--- config.mk ---
export PLATFORM = sky130hd
export DESIGN_NAME = psbm_div
export DESIGN_NICKNAME = d
export VERILOG_FILES = /design/src/design/psbm_pkg.sv /design/src/design/psbm_div.sv
export SDC_FILE = /design/constraint.sdc
export NUM_CORES = 2
export LEC_CHECK = 0
export ABC_CLOCK_PERIOD_IN_PS = 26400
export BUFFER_PORTS_ARGS = -buffer_cell sky130_fd_sc_hd__buf_2
export CORE_UTILIZATION = 70
export DETAILED_ROUTE_END_ITERATION = 12
export GPL_TIMING_DRIVEN = 0
export PLACE_DENSITY_LB_ADDON = 0.2
export SLEW_MARGIN = 25
export SYNTH_ARGS = -nofsm -noshare
export SYNTH_HDL_FRONTEND = slang
export SYNTH_SLANG_ARGS = --single-unit
--- constraint.sdc ---
create_clock -name clk -period 26.4 [get_ports clk]
set_input_delay 1.32 -clock clk [delete_from_list [all_inputs] [get_ports clk]]
set_output_delay 1.32 -clock clk [all_outputs]
set_load 0.02 [all_outputs]
--- src/design/psbm_pkg.sv ---
// ----------------------------------------------------------------------------
// psbm_pkg
// shared types, constants and the cosine table builder of the beep mixer
// ----------------------------------------------------------------------------
package psbm_pkg;

	localparam int DIV_W     = 34;  // dividend width of the reciprocal divider
	localparam int REC_W     = 40;  // reciprocal width, holds 2^52 over the lowest rate
	localparam int HALF_W    = 20;  // reciprocal half taken per multiplier pass
	localparam int RES_W     = DIV_W + REC_W - HALF_W;  // product already shifted by HALF_W
	localparam int PHASE_W   = 24;
	localparam int ENV_W     = 16;
	localparam int SAMPLE_W  = 16;
	localparam longint HALF_PI_Q30 = 64'sd1686629713;

	typedef struct packed {
		logic             start;
		logic [DIV_W-1:0] dividend;
		logic [REC_W-1:0] recip;
	} div_req_t;

	typedef struct packed {
		logic             busy;
		logic [RES_W-1:0] quotient;
	} div_rsp_t;

	// saturate a 17-bit signed value to q1.15
	function automatic logic signed [SAMPLE_W-1:0] sat17(input logic signed [SAMPLE_W:0] v);
		logic signed [SAMPLE_W-1:0] r;
		if (v > 17'sd32767) begin
			r = 16'sh7FFF;
		end else if (v < -17'sd32768) begin
			r = 16'sh8000;
		end else begin
			r = v[SAMPLE_W-1:0];
		end
		return r;
	endfunction

	// q30 to q15, round half away from zero, +1.0 saturates
	function automatic logic signed [SAMPLE_W-1:0] q30_to_q15(input longint v);
		longint mag;
		longint r;
		mag = (v < 0) ? -v : v;
		r = (mag + (64'sd1 <<< 14)) >>> 15;
		if (r > 32767) begin
			r = 32767;
		end
		return SAMPLE_W'((v < 0) ? -r : r);
	endfunction

	// long division of non-negative values, only ever evaluated at elaboration
	function automatic longint div_pos(input longint num, input longint den);
		longint q;
		longint rem;
		q   = 0;
		rem = 0;
		for (int i = 62; i >= 0; i--) begin
			rem = (rem <<< 1) | ((num >>> i) & 64'sd1);
			if (rem >= den) begin
				rem = rem - den;
				q   = q | (64'sd1 <<< i);
			end
		end
		return q;
	endfunction

	// one cosine table entry, taylor series over the quarter wave
	function automatic logic signed [SAMPLE_W-1:0] cos_entry(input int k, input int bits);
		int     quad;
		longint r;
		longint th;
		longint x2;
		longint ct;
		longint st;
		longint c;
		longint s;
		longint dc;
		longint ds;
		logic signed [SAMPLE_W-1:0] res;
		quad = (k >> (bits - 2)) & 3;
		r    = longint'(k & ((1 << (bits - 2)) - 1));
		th   = (r * HALF_PI_Q30) >>> (bits - 2);
		x2   = (th * th) >>> 30;
		ct   = 64'sd1 <<< 30;
		st   = th;
		c    = ct;
		s    = st;
		for (int n = 1; n <= 8; n++) begin
			dc = longint'((2 * n - 1) * (2 * n));
			ds = longint'((2 * n) * (2 * n + 1));
			ct = div_pos((ct * x2) >>> 30, dc);
			st = div_pos((st * x2) >>> 30, ds);
			if ((n & 1) != 0) begin
				c = c - ct;
				s = s - st;
			end else begin
				c = c + ct;
				s = s + st;
			end
		end
		case (quad)
			0:       res = q30_to_q15(c);
			1:       res = q30_to_q15(-s);
			2:       res = q30_to_q15(-c);
			default: res = q30_to_q15(s);
		endcase
		return res;
	endfunction

endpackage

--- src/design/psbm_div.sv ---
// ----------------------------------------------------------------------------
// psbm_div
// division by a constant through its reciprocal, two multiplier passes
// ----------------------------------------------------------------------------
module psbm_div (
	input  logic                clk,
	input  logic                arst_n,
	input  psbm_pkg::div_req_t  req,
	output psbm_pkg::div_rsp_t  rsp
);

	localparam int PROD_W = psbm_pkg::DIV_W + psbm_pkg::HALF_W;

	logic                           busy_q;
	logic                           hi_q;
	logic [psbm_pkg::DIV_W-1:0]     dvd_q;
	logic [psbm_pkg::REC_W-1:0]     rec_q;
	logic [PROD_W-1:0]              lo_q;
	logic [psbm_pkg::RES_W-1:0]     res_q;
	logic [psbm_pkg::HALF_W-1:0]    mul_b;
	logic [PROD_W-1:0]              mul_p;

	// low half of the reciprocal first, then the high half
	assign mul_b = hi_q ? rec_q[psbm_pkg::REC_W-1:psbm_pkg::HALF_W]
	                    : rec_q[psbm_pkg::HALF_W-1:0];
	assign mul_p = dvd_q * mul_b;

	always_ff @(posedge clk or negedge arst_n) begin
		if (!arst_n) begin
			busy_q <= 1'b0;
			hi_q   <= 1'b0;
		end else if (req.start) begin
			busy_q <= 1'b1;
			hi_q   <= 1'b0;
		end else if (busy_q) begin
			if (hi_q) begin
				busy_q <= 1'b0;
				hi_q   <= 1'b0;
			end else begin
				hi_q <= 1'b1;
			end
		end
	end

	always_ff @(posedge clk) begin
		if (req.start) begin
			dvd_q <= req.dividend;
			rec_q <= req.recip;
		end else if (busy_q) begin
			if (hi_q) begin
				res_q <= psbm_pkg::RES_W'(mul_p)
				       + psbm_pkg::RES_W'(lo_q[PROD_W-1:psbm_pkg::HALF_W]);
			end else begin
				lo_q <= mul_p;
			end
		end
	end

	assign rsp.busy     = busy_q;
	assign rsp.quotient = res_q;

	a_no_restart: assert property (@(posedge clk) disable iff (!arst_n)
		busy_q |-> !req.start) else $error("divider restarted while busy");
	a_busy_len: assert property (@(posedge clk) disable iff (!arst_n)
		req.start |=> busy_q) else $error("divider did not start");
	a_two_pass: assert property (@(posedge clk) disable iff (!arst_n)
		$fell(busy_q) |-> $past(hi_q)) else $error("divider stopped early");

endmodule

==> results.md <==
- Net count after synthesis: 3,926
- Wire length of the first global-routing pass: 137,200 µm
- Share of flip-flops with an asynchronous set or reset after synthesis: 1.220%
- Unique masters post-synth: 76
- Global placer's final weighted congestion: 1.024
- Top Family by Delay on Critical Path: adder cells
- Worst Setup End Kind: register
- Cell area after technology mapping: 29,510 µm²
- Commonest non-fill, non-tap cell in the layout: inv_1
- Proportion of layout cells with a drive suffix above 1: 7.198%
- Most used cells in the layout excluding fill and tap cells: inv_1, fa_1, nand2_1
- Resize count post-CTS: 0
- Total setup violations reported at the end of the flow: 0
- Filler-free cell count of the finished design: 3,786
- Hold crit path type: in -> async
- DIE AREA: 42,990 µm²
- Die Ht: 207.3 µm
- Post-detailed-route via-to-cell ratio: 6.086
- Classification of the worst setup path: reg -> reg
- Critical path arrival: 11,900 ps
- Buf/Inv on CP: 9
- Total gr overflow: 0
- Count of max-cap constraint violations: 0
- CTS buffer count: 17
- Fin nets: 4,086
- Unrepaired setup endpoints after global routing: false
- Setup TNS: 0 ps
- Critical-path top delay cell: clkbuf_1
- Minimum period implied by the final worst setup slack: 11,660 ps
- TritonCTS sink count: 164
- Initial Utilization: 71.63%
- Initial drt markers: 2,379
- Maximum number of pins on one net before global-route repair: 54
- Most used flip-flop cell after synthesis: edfxtp_1
- Number of hold violations in the final report: 0
- Final count of pins violating max slew: 0
- Area overhead of the layout relative to synthesis: 6.974%
- Fraction of post-synthesis cell area in the top cell type by area: 38.87%
- Die width: 207.3 µm
- Std-Cell Core Area: 41,200 µm²
- Slew at the pin closest to its max-slew limit: 1137 ps
- I/O pin count: 132
- Fin crit share: 44.16%
- Critical-path maximum fanout: 10
- Layout Skew: 21.60 ps
- Placed Cells: 3,751
- Via count of the first global-routing pass: 24,360
- Antenna violations before repair: 6
- H-tree depth reported by CTS: 4
- Run status: finished, final reports clean
- Register cell area after layout: 4915 µm²
- Multi-input gate area: 21,620 µm²
- Number of enable-type register cells in the synthesized netlist: 162
- Data required time of the critical path: 26,650 ps
- # hold bufs at CTS: 0
- Hpwl dp: 72,020 µm
- Relative slew margins: 24.22%
- CTS Buffer Depth: 2
- Antenna-violating nets left: 0
- Wirelength, routed: 89,670 µm
- Number of inserted filler cells in the final layout: 2,872
- Num rows: 74
- Post-CTS setup-driven buffer insertion count: 0
- Worst path most repeated cell: fa_1
- GRT Overall Usage: 43.42%
- CTS clk-pin slew, worst paths: 80 ps
- Total via count after detailed routing: 23,040
- Startpoint types: register
- Synth Instances: 3,078
- Critical path's largest stage delay: 640 ps
- Drt first pass iters: 6
- Cell accounting for the most synthesized area: fa_1
- Wire length per cell: 23.68 µm
- Top area cells in the synthesized netlist: fa_1, edfxtp_1, ha_1
- Clk root buf: clkbuf_16
- Flip-flop and latch count after synthesis: 164
- PortBufs: 131
- Clock insertion delay at the later pin of the skew report: 510 ps
- Detailed-route DRC error count: 0
- Average cell area after synthesis: 9.589 µm²
- Maximum achievable frequency: 0.08578 GHz
- Yosys warnings: 0
- Clock tree from TritonCTS: built
- Sequential element share of the synthesized area: 16.65%
-- metal layers --
layer  global-route usage, %  share of wire (%)  up-vias
met5                       0              0.017        -
met4                   28.59                7.1        2
met3                   11.41                 11      402
met2                   67.12                 46     1416
met1                   54.42                 36    11490
li1                        -                  -     9732
-- cell type report --
class                      count  area share, %
buffer                       163          2.001
inverter                     629          7.478
tap                          532          2.108
clock buffer                  17          1.347
multi-input combinational   2122          68.48
clock inverter                15         0.6143
antenna                        3        0.02378
sequential                   164          15.57
timing repair buffer         141          2.386
-- synthesized netlist by cell type, types with 9 or more instances --
library cell  count
a21o_1           37
a21oi_1         100
and2_1          326
and4_1           11
buf_2             9
clkbuf_1        150
edfxtp_1        162
fa_1            573
ha_1            198
inv_1           629
mux2_2           20
nand2_1         442
nand3_1          23
nand4_1          22
nor2_1           58
nor3_1           14
o21a_1           10
o21ai_0          55
o21bai_1         11
xnor2_1          61
xor2_1           38
-- state kept, by name (all words and copies together), names as in the netlist --
name / flops
hi_q: 1
res_q: 54
busy_q: 1
dvd_q: 34
lo_q: 34
rec_q: 40
-- logic make-up (layout without fill, tap and decap cells) --
group,count (synthesis),after routing,share of synthesized area (%)
compound gates,280,280,6.016
xor+xnor,100,100,3.031
fa+ha+maj,771,771,47.26
buf+inv,792,965,10.13
flops,164,164,16.65
mux,21,21,0.7970
other cells,0,3,0
simple gates,950,950,16.11
-- metrics by stage --
stage / util (%) / worst slack, ps / hold WS [ps] / area (µm²)
final: 76.63 / 14740 / 592.9 / 31570
after global routing: 76.61 / 14350 / 598.9 / 31570
after CTS: 76.61 / 14850 / 564.0 / 31570
after detailed placement: 75.11 / 14910 / 545.2 / 30950
after global placement: 74.84 / 14950 / 546.5 / 30840
after floorplan: - / 17060 / 521.9 / 29510
-- worst register-to-register path: cells and delay by family (launching register included) --
family	cells	cell delay, ps
buf+inv	9	1770
flops	1	460
fa+ha+maj	9	4030
xor+xnor	2	530
simple gates	9	2090
mux	1	500
compound gates	8	2010
-- final timing paths --
check                            end  cells past startpoint  slack (ps)   start
setup / recovery           res_q[51]                     38       14740    hi_q
hold reg to reg               busy_q                      1         590  busy_q
hold / removal                busy_q                      1         590  arst_n
setup reg to reg           res_q[51]                     38       14740    hi_q
min in group clk              busy_q                      1         590  busy_q
max in group asynchronous       hi_q                      1       25710  arst_n
Power is left out: the tool's default activity adds up to more than one toggle a clock period on the data nets, which glitch-free logic cannot reach.
